## src/hdl/psa_pkg.sv

```systemverilog
// shared types and constants of the pixel saturation adjust pipeline
package psa_pkg;

	localparam int ChanW = 8;
	localparam int GainW = 9;

	// saturation divider: (delta << 7) / div, quotient never above 128
	localparam int SatDivW = 9;
	localparam int SatRemW = 17;
	localparam int SatQW = 8;
	localparam int SatStepsPerStage = 2;
	localparam int SatStages = SatQW / SatStepsPerStage;

	// alpha divider: 16384 / a, a in 1..255 (1..128 unless the gain is negative)
	localparam int ADivW = 8;
	localparam int AlphaQW = 15;
	localparam int ARemW = 23;
	localparam int AlphaStepsPerStage = 3;
	localparam int AlphaStages = AlphaQW / AlphaStepsPerStage;
	localparam int AlphaNum = 16384;
	localparam int AlphaBias = 128;

	localparam int AlphaW = 16;
	localparam int DiffW = 9;
	localparam int ProdW = DiffW + AlphaW;
	localparam int ShiftW = ProdW - 7;
	localparam int SumW = ShiftW + 1;

	typedef struct packed {
		logic [ChanW-1:0] red;
		logic [ChanW-1:0] green;
		logic [ChanW-1:0] blue;
	} psa_pix_t;

	typedef struct packed {
		psa_pix_t pix;
		logic [ChanW-1:0] light;
		logic gray;
	} psa_ctx_t;

	typedef struct packed {
		logic signed [DiffW-1:0] red;
		logic signed [DiffW-1:0] green;
		logic signed [DiffW-1:0] blue;
	} psa_diff_t;

endpackage

```

## src/hdl/psa_ifs.sv

```systemverilog
// valid/ready channels for input and adjusted pixels
interface psa_in_if import psa_pkg::*; ();
	logic valid;
	logic ready;
	logic [ChanW-1:0] red_in;
	logic [ChanW-1:0] green_in;
	logic [ChanW-1:0] blue_in;

	modport source(output valid, red_in, green_in, blue_in, input ready);
	modport sink(input valid, red_in, green_in, blue_in, output ready);
endinterface

interface psa_out_if import psa_pkg::*; ();
	logic valid;
	logic ready;
	logic [ChanW-1:0] red_out;
	logic [ChanW-1:0] green_out;
	logic [ChanW-1:0] blue_out;

	modport source(output valid, red_out, green_out, blue_out, input ready);
	modport sink(input valid, red_out, green_out, blue_out, output ready);
endinterface

```

## src/hdl/psa_sat.sv

```systemverilog
// front stage (max, min, lightness) and pipelined saturation divider
module psa_sat import psa_pkg::*; (
	input  logic             clk,
	input  logic             arst_n,
	input  logic             adv,
	input  logic             in_valid,
	input  psa_pix_t         in_pix,
	output logic             out_valid,
	output psa_ctx_t         out_ctx,
	output logic [SatQW-1:0] sat
);

	logic [ChanW-1:0]   mx01, mn01, mx, mn, delta;
	logic [ChanW:0]     sum;
	logic [ChanW-1:0]   light;
	logic [SatDivW-1:0] div;

	// index 0 is the front register, then one per divider stage
	logic               vld_s [SatStages+1];
	psa_ctx_t           ctx_s [SatStages+1];
	logic [SatRemW-1:0] rem_s [SatStages+1];
	logic [SatQW-1:0]   quo_s [SatStages+1];
	logic [SatDivW-1:0] div_s [SatStages+1];

	logic [SatRemW-1:0] rem_nx [SatStages];
	logic [SatQW-1:0]   quo_nx [SatStages];

	always_comb begin
		mx01 = (in_pix.red >= in_pix.green) ? in_pix.red : in_pix.green;
		mx = (mx01 < in_pix.blue) ? in_pix.blue : mx01;
		mn01 = (in_pix.red >= in_pix.green) ? in_pix.green : in_pix.red;
		mn = (mn01 > in_pix.blue) ? in_pix.blue : mn01;
		delta = mx - mn;
		sum = {1'b0, mx} + {1'b0, mn};
		light = sum[ChanW:1];
		div = light[ChanW-1] ? (SatDivW'(510) - sum) : sum;
		if (div == '0) begin
			div = SatDivW'(1);
		end
	end

	// restoring division, two quotient bits per stage
	always_comb begin
		logic [SatRemW-1:0] r;
		logic [SatQW-1:0]   q;
		logic [SatRemW-1:0] dsh;
		for (int g = 0; g < SatStages; g++) begin
			r = rem_s[g];
			q = quo_s[g];
			for (int j = 0; j < SatStepsPerStage; j++) begin
				dsh = SatRemW'(div_s[g]) << (SatQW - 1 - g * SatStepsPerStage - j);
				if (r >= dsh) begin
					r = r - dsh;
					q = {q[SatQW-2:0], 1'b1};
				end else begin
					q = {q[SatQW-2:0], 1'b0};
				end
			end
			rem_nx[g] = r;
			quo_nx[g] = q;
		end
	end

	always_ff @(posedge clk or negedge arst_n) begin
		if (!arst_n) begin
			for (int g = 0; g <= SatStages; g++) begin
				vld_s[g] <= 1'b0;
			end
		end else if (adv) begin
			vld_s[0] <= in_valid;
			for (int g = 0; g < SatStages; g++) begin
				vld_s[g+1] <= vld_s[g];
			end
		end
	end

	always_ff @(posedge clk) begin
		if (adv) begin
			ctx_s[0] <= '{pix: in_pix, light: light, gray: (delta == '0)};
			rem_s[0] <= {{(SatRemW-ChanW-7){1'b0}}, delta, 7'b0};
			quo_s[0] <= '0;
			div_s[0] <= div;
			for (int g = 0; g < SatStages; g++) begin
				ctx_s[g+1] <= ctx_s[g];
				rem_s[g+1] <= rem_nx[g];
				quo_s[g+1] <= quo_nx[g];
				div_s[g+1] <= div_s[g];
			end
		end
	end

	assign out_valid = vld_s[SatStages];
	assign out_ctx = ctx_s[SatStages];
	assign sat = quo_s[SatStages];

endmodule

```

## src/hdl/psa_alpha.sv

```systemverilog
// gain selection, pipelined 16384/a divider and channel offsets from lightness
module psa_alpha import psa_pkg::*; (
	input  logic                     clk,
	input  logic                     arst_n,
	input  logic                     adv,
	input  logic                     in_valid,
	input  psa_ctx_t                 in_ctx,
	input  logic [SatQW-1:0]         sat,
	input  logic signed [GainW-1:0]  gain,
	output logic                     out_valid,
	output psa_ctx_t                 out_ctx,
	output psa_diff_t                diff,
	output logic signed [AlphaW-1:0] alpha
);

	logic signed [GainW+1:0] gsum;
	logic [ADivW-1:0]        a;

	// index 0 is the selection register, then one per divider stage
	logic                    vld_s [AlphaStages+1];
	psa_ctx_t                ctx_s [AlphaStages+1];
	logic [AlphaQW-1:0]      rem_s [AlphaStages+1];
	logic [AlphaQW-1:0]      quo_s [AlphaStages+1];
	logic [ADivW-1:0]        a_s [AlphaStages+1];
	logic signed [GainW-1:0] gain_s [AlphaStages+1];

	logic [AlphaQW-1:0] rem_nx [AlphaStages];
	logic [AlphaQW-1:0] quo_nx [AlphaStages];

	logic                     vld_sf;
	psa_ctx_t                 ctx_sf;
	psa_diff_t                diff_sf;
	logic signed [AlphaW-1:0] alpha_sf;
	logic signed [AlphaW-1:0] alpha_nx;
	psa_ctx_t                 last_ctx;

	always_comb begin
		gsum = (GainW+2)'(gain) + $signed({3'b0, sat});
		if (gsum >= (GainW+2)'(128)) begin
			a = sat;
		end else begin
			// 0 <= gain < 128 here, or a negative gain whose alpha ignores a
			a = ADivW'(9'd128 - 9'(gain));
		end
		if (a == '0) begin
			a = ADivW'(1);
		end
	end

	// restoring division, three quotient bits per stage
	always_comb begin
		logic [ARemW-1:0]   dsh;
		logic [AlphaQW-1:0] r;
		logic [AlphaQW-1:0] q;
		for (int g = 0; g < AlphaStages; g++) begin
			r = rem_s[g];
			q = quo_s[g];
			for (int j = 0; j < AlphaStepsPerStage; j++) begin
				dsh = ARemW'(a_s[g]) << (AlphaQW - 1 - g * AlphaStepsPerStage - j);
				if (ARemW'(r) >= dsh) begin
					r = AlphaQW'(ARemW'(r) - dsh);
					q = {q[AlphaQW-2:0], 1'b1};
				end else begin
					q = {q[AlphaQW-2:0], 1'b0};
				end
			end
			rem_nx[g] = r;
			quo_nx[g] = q;
		end
	end

	assign last_ctx = ctx_s[AlphaStages];

	always_comb begin
		if (gain_s[AlphaStages] < 0) begin
			alpha_nx = AlphaW'(gain_s[AlphaStages]);
		end else begin
			alpha_nx = $signed({1'b0, quo_s[AlphaStages]}) - AlphaW'(AlphaBias);
		end
	end

	always_ff @(posedge clk or negedge arst_n) begin
		if (!arst_n) begin
			for (int g = 0; g <= AlphaStages; g++) begin
				vld_s[g] <= 1'b0;
			end
			vld_sf <= 1'b0;
		end else if (adv) begin
			vld_s[0] <= in_valid;
			for (int g = 0; g < AlphaStages; g++) begin
				vld_s[g+1] <= vld_s[g];
			end
			vld_sf <= vld_s[AlphaStages];
		end
	end

	always_ff @(posedge clk) begin
		if (adv) begin
			ctx_s[0] <= in_ctx;
			rem_s[0] <= AlphaQW'(AlphaNum);
			quo_s[0] <= '0;
			a_s[0] <= a;
			gain_s[0] <= gain;
			for (int g = 0; g < AlphaStages; g++) begin
				ctx_s[g+1] <= ctx_s[g];
				rem_s[g+1] <= rem_nx[g];
				quo_s[g+1] <= quo_nx[g];
				a_s[g+1] <= a_s[g];
				gain_s[g+1] <= gain_s[g];
			end
			ctx_sf <= last_ctx;
			alpha_sf <= alpha_nx;
			diff_sf.red <= $signed({1'b0, last_ctx.pix.red}) - $signed({1'b0, last_ctx.light});
			diff_sf.green <= $signed({1'b0, last_ctx.pix.green}) - $signed({1'b0, last_ctx.light});
			diff_sf.blue <= $signed({1'b0, last_ctx.pix.blue}) - $signed({1'b0, last_ctx.light});
		end
	end

	assign out_valid = vld_sf;
	assign out_ctx = ctx_sf;
	assign diff = diff_sf;
	assign alpha = alpha_sf;

endmodule

```

## src/hdl/psa_mix.sv

```systemverilog
// per-channel multiply by alpha, floor shift, add back and clamp; gray pixels pass unchanged
module psa_mix import psa_pkg::*; (
	input  logic                     clk,
	input  logic                     arst_n,
	input  logic                     adv,
	input  logic                     in_valid,
	input  psa_ctx_t                 in_ctx,
	input  psa_diff_t                diff,
	input  logic signed [AlphaW-1:0] alpha,
	output logic                     out_valid,
	output psa_pix_t                 out_pix
);

	logic                    vld_s1, vld_s2;
	psa_ctx_t                ctx_s1;
	logic signed [ProdW-1:0] prod_s1 [3];
	psa_pix_t                pix_s2;
	logic [ChanW-1:0]        res [3];
	logic [ChanW-1:0]        chan [3];

	function automatic logic [ChanW-1:0] adjust(input logic [ChanW-1:0] c,
			input logic signed [ProdW-1:0] p);
		logic [SumW-1:0] v;
		logic [ChanW-1:0] o;
		// upper product bits are the arithmetic shift right by 7
		v = {{(SumW-ChanW){1'b0}}, c} + {p[ProdW-1], p[ProdW-1:7]};
		if (v[SumW-1]) begin
			o = '0;
		end else if (|v[SumW-2:ChanW]) begin
			o = '1;
		end else begin
			o = v[ChanW-1:0];
		end
		return o;
	endfunction

	assign chan[0] = ctx_s1.pix.red;
	assign chan[1] = ctx_s1.pix.green;
	assign chan[2] = ctx_s1.pix.blue;

	always_comb begin
		for (int i = 0; i < 3; i++) begin
			res[i] = ctx_s1.gray ? chan[i] : adjust(chan[i], prod_s1[i]);
		end
	end

	always_ff @(posedge clk or negedge arst_n) begin
		if (!arst_n) begin
			vld_s1 <= 1'b0;
			vld_s2 <= 1'b0;
		end else if (adv) begin
			vld_s1 <= in_valid;
			vld_s2 <= vld_s1;
		end
	end

	always_ff @(posedge clk) begin
		if (adv) begin
			ctx_s1 <= in_ctx;
			prod_s1[0] <= ProdW'(diff.red) * ProdW'(alpha);
			prod_s1[1] <= ProdW'(diff.green) * ProdW'(alpha);
			prod_s1[2] <= ProdW'(diff.blue) * ProdW'(alpha);
			pix_s2 <= '{red: res[0], green: res[1], blue: res[2]};
		end
	end

	assign out_valid = vld_s2;
	assign out_pix = pix_s2;

endmodule

```

## src/hdl/pixel_saturation_adjust_unit.sv

```systemverilog
// Pixel saturation adjust, top level.
// One RGB pixel (8 bits per channel) enters on pix per handshake word and
// one adjusted pixel leaves on adj. Lightness and HSL saturation are found,
// the gain register cfg_wdata (signed, 1/128 units) is turned into alpha,
// and each channel moves away from or toward the lightness by alpha/128,
// clamped to 0..255. Gray pixels pass unchanged.
// Throughput: one pixel per clock while adj takes them; a new word can be
// accepted every cycle while the skid register is empty. The result is
// presented on adj after the two restoring dividers (saturation, two bits
// per stage, and 16384/a, three bits per stage), the multiply and clamp
// stages and the output register.
// cfg_we writes the gain; change it only while no pixel is in flight.
// Reset clears all valid bits, those of the output and skid registers too,
// and sets the gain to 0. When adj stalls, the pipeline still moves one more
// word into a skid register, then pix.ready drops and the whole pipeline
// holds; nothing is dropped or repeated.
module pixel_saturation_adjust_unit import psa_pkg::*; (
	input  logic             clk,
	input  logic             arst_n,
	psa_in_if.sink           pix,
	psa_out_if.source        adj,
	input  logic             cfg_we,
	input  logic [GainW-1:0] cfg_wdata
);

	logic signed [GainW-1:0] sat_gain_q;

	logic adv;

	logic             sat_valid;
	psa_ctx_t         sat_ctx;
	logic [SatQW-1:0] sat;

	logic                     alp_valid;
	psa_ctx_t                 alp_ctx;
	psa_diff_t                alp_diff;
	logic signed [AlphaW-1:0] alpha;

	logic     mix_valid;
	psa_pix_t mix_pix;

	logic     out_vld_q, sk_vld_q;
	psa_pix_t out_pix_q, sk_pix_q;

	psa_pix_t in_pix;

	assign in_pix = '{red: pix.red_in, green: pix.green_in, blue: pix.blue_in};

	// pipeline moves whenever the skid register is free
	assign adv = !sk_vld_q;
	assign pix.ready = adv;

	always_ff @(posedge clk or negedge arst_n) begin
		if (!arst_n) begin
			sat_gain_q <= '0;
		end else if (cfg_we) begin
			sat_gain_q <= cfg_wdata;
		end
	end

	psa_sat u_sat (
		.clk       (clk),
		.arst_n    (arst_n),
		.adv       (adv),
		.in_valid  (pix.valid),
		.in_pix    (in_pix),
		.out_valid (sat_valid),
		.out_ctx   (sat_ctx),
		.sat       (sat)
	);

	psa_alpha u_alpha (
		.clk       (clk),
		.arst_n    (arst_n),
		.adv       (adv),
		.in_valid  (sat_valid),
		.in_ctx    (sat_ctx),
		.sat       (sat),
		.gain      (sat_gain_q),
		.out_valid (alp_valid),
		.out_ctx   (alp_ctx),
		.diff      (alp_diff),
		.alpha     (alpha)
	);

	psa_mix u_mix (
		.clk       (clk),
		.arst_n    (arst_n),
		.adv       (adv),
		.in_valid  (alp_valid),
		.in_ctx    (alp_ctx),
		.diff      (alp_diff),
		.alpha     (alpha),
		.out_valid (mix_valid),
		.out_pix   (mix_pix)
	);

	always_ff @(posedge clk or negedge arst_n) begin
		if (!arst_n) begin
			out_vld_q <= 1'b0;
			sk_vld_q <= 1'b0;
		end else if (adj.ready || !out_vld_q) begin
			out_vld_q <= sk_vld_q | mix_valid;
			sk_vld_q <= 1'b0;
		end else if (adv && mix_valid) begin
			sk_vld_q <= 1'b1;
		end
	end

	always_ff @(posedge clk) begin
		if (adj.ready || !out_vld_q) begin
			out_pix_q <= sk_vld_q ? sk_pix_q : mix_pix;
		end else if (adv) begin
			sk_pix_q <= mix_pix;
		end
	end

	assign adj.valid = out_vld_q;
	assign adj.red_out = out_pix_q.red;
	assign adj.green_out = out_pix_q.green;
	assign adj.blue_out = out_pix_q.blue;

endmodule
```

## src/flat_wrapper.sv

```systemverilog
// flat-port wrapper written by rule: the top's interface ports become plain ports
module pixel_saturation_adjust_unit_flat import psa_pkg::*;
  (clk, arst_n, cfg_we, cfg_wdata, pix_valid, pix_red_in, pix_green_in, pix_blue_in, pix_ready, adj_valid, adj_red_out, adj_green_out, adj_blue_out, adj_ready);
  psa_in_if pix_i ();
  psa_out_if adj_i ();
  input  logic clk;
  input  logic arst_n;
  input  logic cfg_we;
  input  logic [GainW-1:0] cfg_wdata;
  input wire logic [$bits(pix_i.valid)-1:0] pix_valid;
  input wire logic [$bits(pix_i.red_in)-1:0] pix_red_in;
  input wire logic [$bits(pix_i.green_in)-1:0] pix_green_in;
  input wire logic [$bits(pix_i.blue_in)-1:0] pix_blue_in;
  output wire logic [$bits(pix_i.ready)-1:0] pix_ready;
  output wire logic [$bits(adj_i.valid)-1:0] adj_valid;
  output wire logic [$bits(adj_i.red_out)-1:0] adj_red_out;
  output wire logic [$bits(adj_i.green_out)-1:0] adj_green_out;
  output wire logic [$bits(adj_i.blue_out)-1:0] adj_blue_out;
  input wire logic [$bits(adj_i.ready)-1:0] adj_ready;
  assign pix_i.valid = pix_valid;
  assign pix_i.red_in = pix_red_in;
  assign pix_i.green_in = pix_green_in;
  assign pix_i.blue_in = pix_blue_in;
  assign pix_ready = pix_i.ready;
  assign adj_valid = adj_i.valid;
  assign adj_red_out = adj_i.red_out;
  assign adj_green_out = adj_i.green_out;
  assign adj_blue_out = adj_i.blue_out;
  assign adj_i.ready = adj_ready;
  pixel_saturation_adjust_unit u_core (.clk(clk), .arst_n(arst_n), .pix(pix_i), .adj(adj_i), .cfg_we(cfg_we), .cfg_wdata(cfg_wdata));
endmodule
```

## config.mk

```make
export PLATFORM = sky130hd
export DESIGN_NAME = pixel_saturation_adjust_unit_flat
export DESIGN_NICKNAME = d
export VERILOG_FILES = /design/src/hdl/psa_pkg.sv /design/src/hdl/psa_ifs.sv /design/src/hdl/psa_sat.sv /design/src/hdl/psa_alpha.sv /design/src/hdl/psa_mix.sv /design/src/hdl/pixel_saturation_adjust_unit.sv /design/src/flat_wrapper.sv
export SDC_FILE = /design/constraint.sdc
export NUM_CORES = 2
export LEC_CHECK = 0
export ABC_AREA = 1
export BUFFER_PORTS_ARGS = -buffer_cell sky130_fd_sc_hd__buf_4
export CORE_MARGIN = 1
export CORE_UTILIZATION = 40
export CTS_CLUSTER_DIAMETER = 50
export DETAILED_ROUTE_END_ITERATION = 7
export SYNTH_ARGS = -nofsm -noshare
export SYNTH_HDL_FRONTEND = slang
export SYNTH_SLANG_ARGS = --single-unit
```

## constraint.sdc

```tcl
create_clock -name clk -period 43.7 [get_ports clk]
set_clock_uncertainty 0.2 [all_clocks]
set_input_delay 4.37 -clock clk [delete_from_list [all_inputs] [get_ports clk]]
set_output_delay 4.37 -clock clk [all_outputs]
set_load 0.01 [all_outputs]
```

==> results_tabular.tex <==
\begin{tabular}{lr}
\hline
Metric & Value \\
\hline
\multicolumn{2}{l}{\textbf{Yosys}} \\
Synthesized Nets & between 6000 and 7000 \\
Fraction of registers with async set/reset & 0.02844 \\
Post-Synthesis Cells & around 5500 \\
Distinct cell type count after synthesis & 57 \\
Flop and latch count out of synthesis & 879 \\
Syn. warnings & 0 \\
Cell area after technology mapping & $\sim$56000 µm² \\
Mean area per synthesized cell & 10.22 µm² \\
Post-synth top flop & sky130\_fd\_sc\_hd\_\_edfxtp\_1 \\
Portion of the post-synthesis area used by sequential elements & 0.4670 \\
Number of enable-type register cells in the synthesized netlist & 854 \\
\multicolumn{2}{l}{\textbf{Job}} \\
Max-capacitance violation count & 0 \\
\multicolumn{2}{l}{\textbf{Finish}} \\
Most frequent cells in the layout & 1359 x sky130\_fd\_sc\_hd\_\_nand2\_1, 903 x sky130\_fd\_sc\_hd\_\_inv\_1, 854 x sky130\_fd\_sc\_hd\_\_edfxtp\_1, 390 x sky130\_fd\_sc\_hd\_\_ha\_1, 372 x sky130\_fd\_sc\_hd\_\_fa\_1 \\
NumNets Final & 6369 \\
Fill cell instance count of the final layout & around 13000 \\
Count of antenna diodes in the layout & 0 \\
Fraction of layout instances using a drive strength above 1 & 0.05661 \\
Area Overhead vs Synth & 10.61\% \\
Most common library cell in the layout ignoring fill and taps & sky130\_fd\_sc\_hd\_\_nand2\_1 \\
\multicolumn{2}{l}{\textbf{Die}} \\
Number of core rows & roughly 140 \\
Die Height & 377.0 µm \\
Die width & 377.0 µm \\
IO Count & 64 \\
Starting density of the core & 0.4032 \\
Area of the core & about 140000 µm² \\
Area of the die & between 100000 and 150000 µm² \\
\multicolumn{2}{l}{\textbf{Routing}} \\
Highest Signal Layer & met4 \\
Routed length on met2 & around 56000 µm \\
Average wire length per cell after detail routing & between 15 and 20 µm \\
Met3 Wirelength & between 3000 and 4000 µm \\
DRC errors left & 0 \\
Vias after detailed routing & $\sim$36000 \\
Starting DRC count in detailed routing & $\sim$2000 \\
Drt via density & 4.829 \\
Remaining antenna violation count after routing & 0 \\
Total wire length & about 110000 µm \\
Drt pass-1 iters & 5 \\
Met1 Wirelength & between 50000 and 60000 µm \\
\multicolumn{2}{l}{\textbf{Critical path}} \\
Max stage delay cell, worst path & sky130\_fd\_sc\_hd\_\_o21ai\_1 \\
Required time at the worst-slack endpoint & 43.96 ns \\
Most repeated library cell on the critical path & sky130\_fd\_sc\_hd\_\_nand2\_1 \\
Number of buffer and inverter stages on the critical path & 3 \\
Worst path depth & 28 \\
Classification of the worst setup path & input port to flip-flop \\
Launching element type of the critical path & input port \\
Endpoint kind of the worst setup timing path & flip-flop \\
Crit path max-delay family & compound AO/OA/AOI/OAI gates \\
End of the worst register-to-register path & u\_core.u\_alpha.rem\_s[3][13] \\
Worst reg-to-reg setup slack & $\sim$37 ns \\
Critical-path maximum fanout & 17 \\
Data arrival time of the worst path & around 10 ns \\
R2r worst-path depth & 30 \\
Worst r2r src & u\_core.u\_alpha.a\_s[2][0] \\
Maximum cell stage delay along the critical path & $\sim$0.74 ns \\
\multicolumn{2}{l}{\textbf{Timing}} \\
Unrepaired setup endpoints after global routing & false \\
Part of the cycle the worst path needs & 0.2252 \\
Count of endpoints failing hold in the final timing report & 0 \\
Clock period minus worst slack & around 9.8 ns \\
Actual slew at the worst max-slew pin & around 1.2 ns \\
Sum of negative setup slack & 0 ns \\
Final setup vio count & 0 \\
Slew headroom & 0.2197 \\
F\_max & roughly 100 MHz \\
Number of pins with negative max-slew slack in the final report & 0 \\
\multicolumn{2}{l}{\textbf{Clocking}} \\
Clock transition at the registers of the reported paths & 0.06 ns \\
Level count of the clock H-tree & 3 \\
Number of buffers created by CTS & between 100 and 150 \\
Clock tree from TritonCTS & built \\
Insertion delay of the later-clocked pin in the worst-skew pair & 0.71 ns \\
Buffer cell driving the clock tree root & sky130\_fd\_sc\_hd\_\_clkbuf\_16 \\
Clock Path Buffers & 3 \\
Number of post-CTS setup repair buffers & 0 \\
Hold-fix buffers at CTS & 0 \\
Number of clock sinks & between 800 and 900 \\
Number of resized instances in the post-cts repair step & 0 \\
\multicolumn{2}{l}{\textbf{Hold path}} \\
Worst Hold Depth & 0 \\
Hold EP & u\_core.u\_alpha.gain\_s[2][4] \\
Hold\_sp & u\_core.u\_alpha.gain\_s[1][4] \\
Class of the worst hold path & flip-flop to flip-flop \\
\multicolumn{2}{l}{\textbf{Global route}} \\
Via count of the first global-routing pass & about 37000 \\
Global-route wire length before repair & around 190000 µm \\
Antenna violations before repair & 0 \\
Maximum number of pins on one net before global-route repair & 196 \\
Gr usage total & 0.1650 \\
Total gr overflow & 0 \\
\multicolumn{2}{l}{\textbf{Placed design}} \\
Total of buffers placed on input and output ports & between 60 and 70 \\
Final HPWL from detailed placement & 85930 µm \\
Placer Congestion & slightly below 0.9 \\
\multicolumn{2}{l}{\textbf{Status}} \\
Outcome & finished, final reports clean \\
\hline
\end{tabular}
[how the worst max path moves through the flow]
stage               startpoint                  endpoint  slack (ns)
6_report       pix_green_in[3]  u_core.u_sat.div_s[0][0]       33.86
5_1_grt        pix_green_in[3]  u_core.u_sat.div_s[0][0]       33.05
4_1_cts        pix_green_in[3]  u_core.u_sat.div_s[0][0]       33.90
3_5_place_dp   pix_green_in[3]  u_core.u_sat.div_s[0][0]       33.13
3_3_place_gp   pix_green_in[3]  u_core.u_sat.div_s[0][0]       33.08
2_1_floorplan  u_core.sk_vld_q                 pix_ready       16.67
[cell type report]
| type | instances | area (µm²) | share of cell area |
|---|---|---|---|
| inverters | 915 | 3442 | 0.05532 |
| clock buffers | 133 | 2806 | 0.04510 |
| multi-input cells | 3577 | 25980 | 0.4176 |
| repair buffers | 92 | 715.7 | 0.01150 |
| well taps | 1876 | 2347 | 0.03772 |
| clock inverters | 57 | 656.9 | 0.01056 |
| flip-flops and latches | 879 | 26270 | 0.4222 |
[synth_stat cells (4+ instances only)]
cell type	number	area, µm²
sky130_fd_sc_hd__nor4_1	7	43.79
sky130_fd_sc_hd__nand2_1	1359	5101
sky130_fd_sc_hd__buf_2	6	30.03
sky130_fd_sc_hd__nand2_2	11	68.82
sky130_fd_sc_hd__nor2_2	5	31.28
sky130_fd_sc_hd__a31oi_1	19	118.9
sky130_fd_sc_hd__dfrtp_1	25	625.6
sky130_fd_sc_hd__inv_2	11	41.29
sky130_fd_sc_hd__xnor2_1	85	744.5
sky130_fd_sc_hd__buf_4	4	30.03
sky130_fd_sc_hd__inv_1	904	3393
sky130_fd_sc_hd__o21ai_1	15	75.07
sky130_fd_sc_hd__o21bai_1	26	195.2
sky130_fd_sc_hd__or2_2	18	112.6
sky130_fd_sc_hd__edfxtp_1	854	25640
sky130_fd_sc_hd__nor2_1	233	874.6
sky130_fd_sc_hd__o21ai_0	205	1026
sky130_fd_sc_hd__a21oi_1	262	1311
sky130_fd_sc_hd__nand4_1	51	319.1
sky130_fd_sc_hd__ha_1	390	4880
sky130_fd_sc_hd__buf_6	5	56.30
sky130_fd_sc_hd__o21a_1	10	75.07
sky130_fd_sc_hd__clkbuf_1	118	442.9
sky130_fd_sc_hd__nand3_1	180	900.9
sky130_fd_sc_hd__o31ai_1	5	37.54
sky130_fd_sc_hd__and2_1	4	25.02
sky130_fd_sc_hd__nor2_4	4	45.04
sky130_fd_sc_hd__a21o_1	15	112.6
sky130_fd_sc_hd__nand3b_1	14	105.1
sky130_fd_sc_hd__fa_1	372	7447
sky130_fd_sc_hd__nor3_1	51	255.2
sky130_fd_sc_hd__nand3_2	7	70.07
sky130_fd_sc_hd__a211oi_1	6	45.04
sky130_fd_sc_hd__o211ai_1	9	67.56
sky130_fd_sc_hd__xor2_1	181	1585
[worst register-to-register path: cells and delay by family, from the launching register on]
kind,cells,cell delay [ns]
flip-flops,1,0.52
buffers and inverters,3,0.53
AND/OR/NAND/NOR,14,1.63
AO/OA/AOI/OAI,10,2.21
adder cells (fa/ha/maj),3,0.95
[logic make-up (layout without fill, tap and decap cells)]
family                   after synthesis  after routing  synth area share
buffers and inverters               1050           1197           0.07113
multiplexers                           3              3         0.0006005
AND/OR/NAND/NOR                     1955           1955            0.1433
XOR/XNOR                             266            266           0.04142
AO/OA/AOI/OAI                        591            591           0.05743
adder cells (fa/ha/maj)              762            762            0.2191
flip-flops                           879            879            0.4670
[flip-flops by register name (all words and copies together), names as in the netlist, 30 cells and up]
register               cells
u_core.u_alpha.gain_s     54
u_core.u_alpha.quo_s      45
u_core.u_alpha.rem_s      30
u_core.u_alpha.ctx_s     198
u_core.u_sat.ctx_s       165
u_core.u_alpha.a_s        40
u_core.u_mix.prod_s1      54
u_core.u_sat.div_s        36
u_core.u_sat.rem_s        47
[metrics by stage]
| stage | instances | utilization | instance area (µm²) | hold slack (ns) | setup slack [ns] |
|---|---|---|---|---|---|
| 2_1_floorplan | 5506 | - | 56250 | 0.2003 | 16.67 |
| 3_3_place_gp | 7339 | 0.4211 | 58760 | 0.2005 | 33.08 |
| 3_5_place_dp | 7339 | 0.4211 | 58760 | 0.2045 | 33.13 |
| 4_1_cts | 7529 | 0.4459 | 62220 | 0.1837 | 33.90 |
| 5_1_grt | 7529 | 0.4459 | 62220 | 0.1995 | 33.05 |
| 6_report | 7529 | 0.4459 | 62220 | 0.1952 | 33.86 |
[metal layers]
metal,vias up,track usage
met2,581,0.2847
met3,191,0.02152
met1,17510,0.2140
met4,0,0.05269
met5,-,0
li1,18070,-
Power is not shown: default switching activity piles up to over one toggle a cycle in this logic, so the estimate is an artifact.
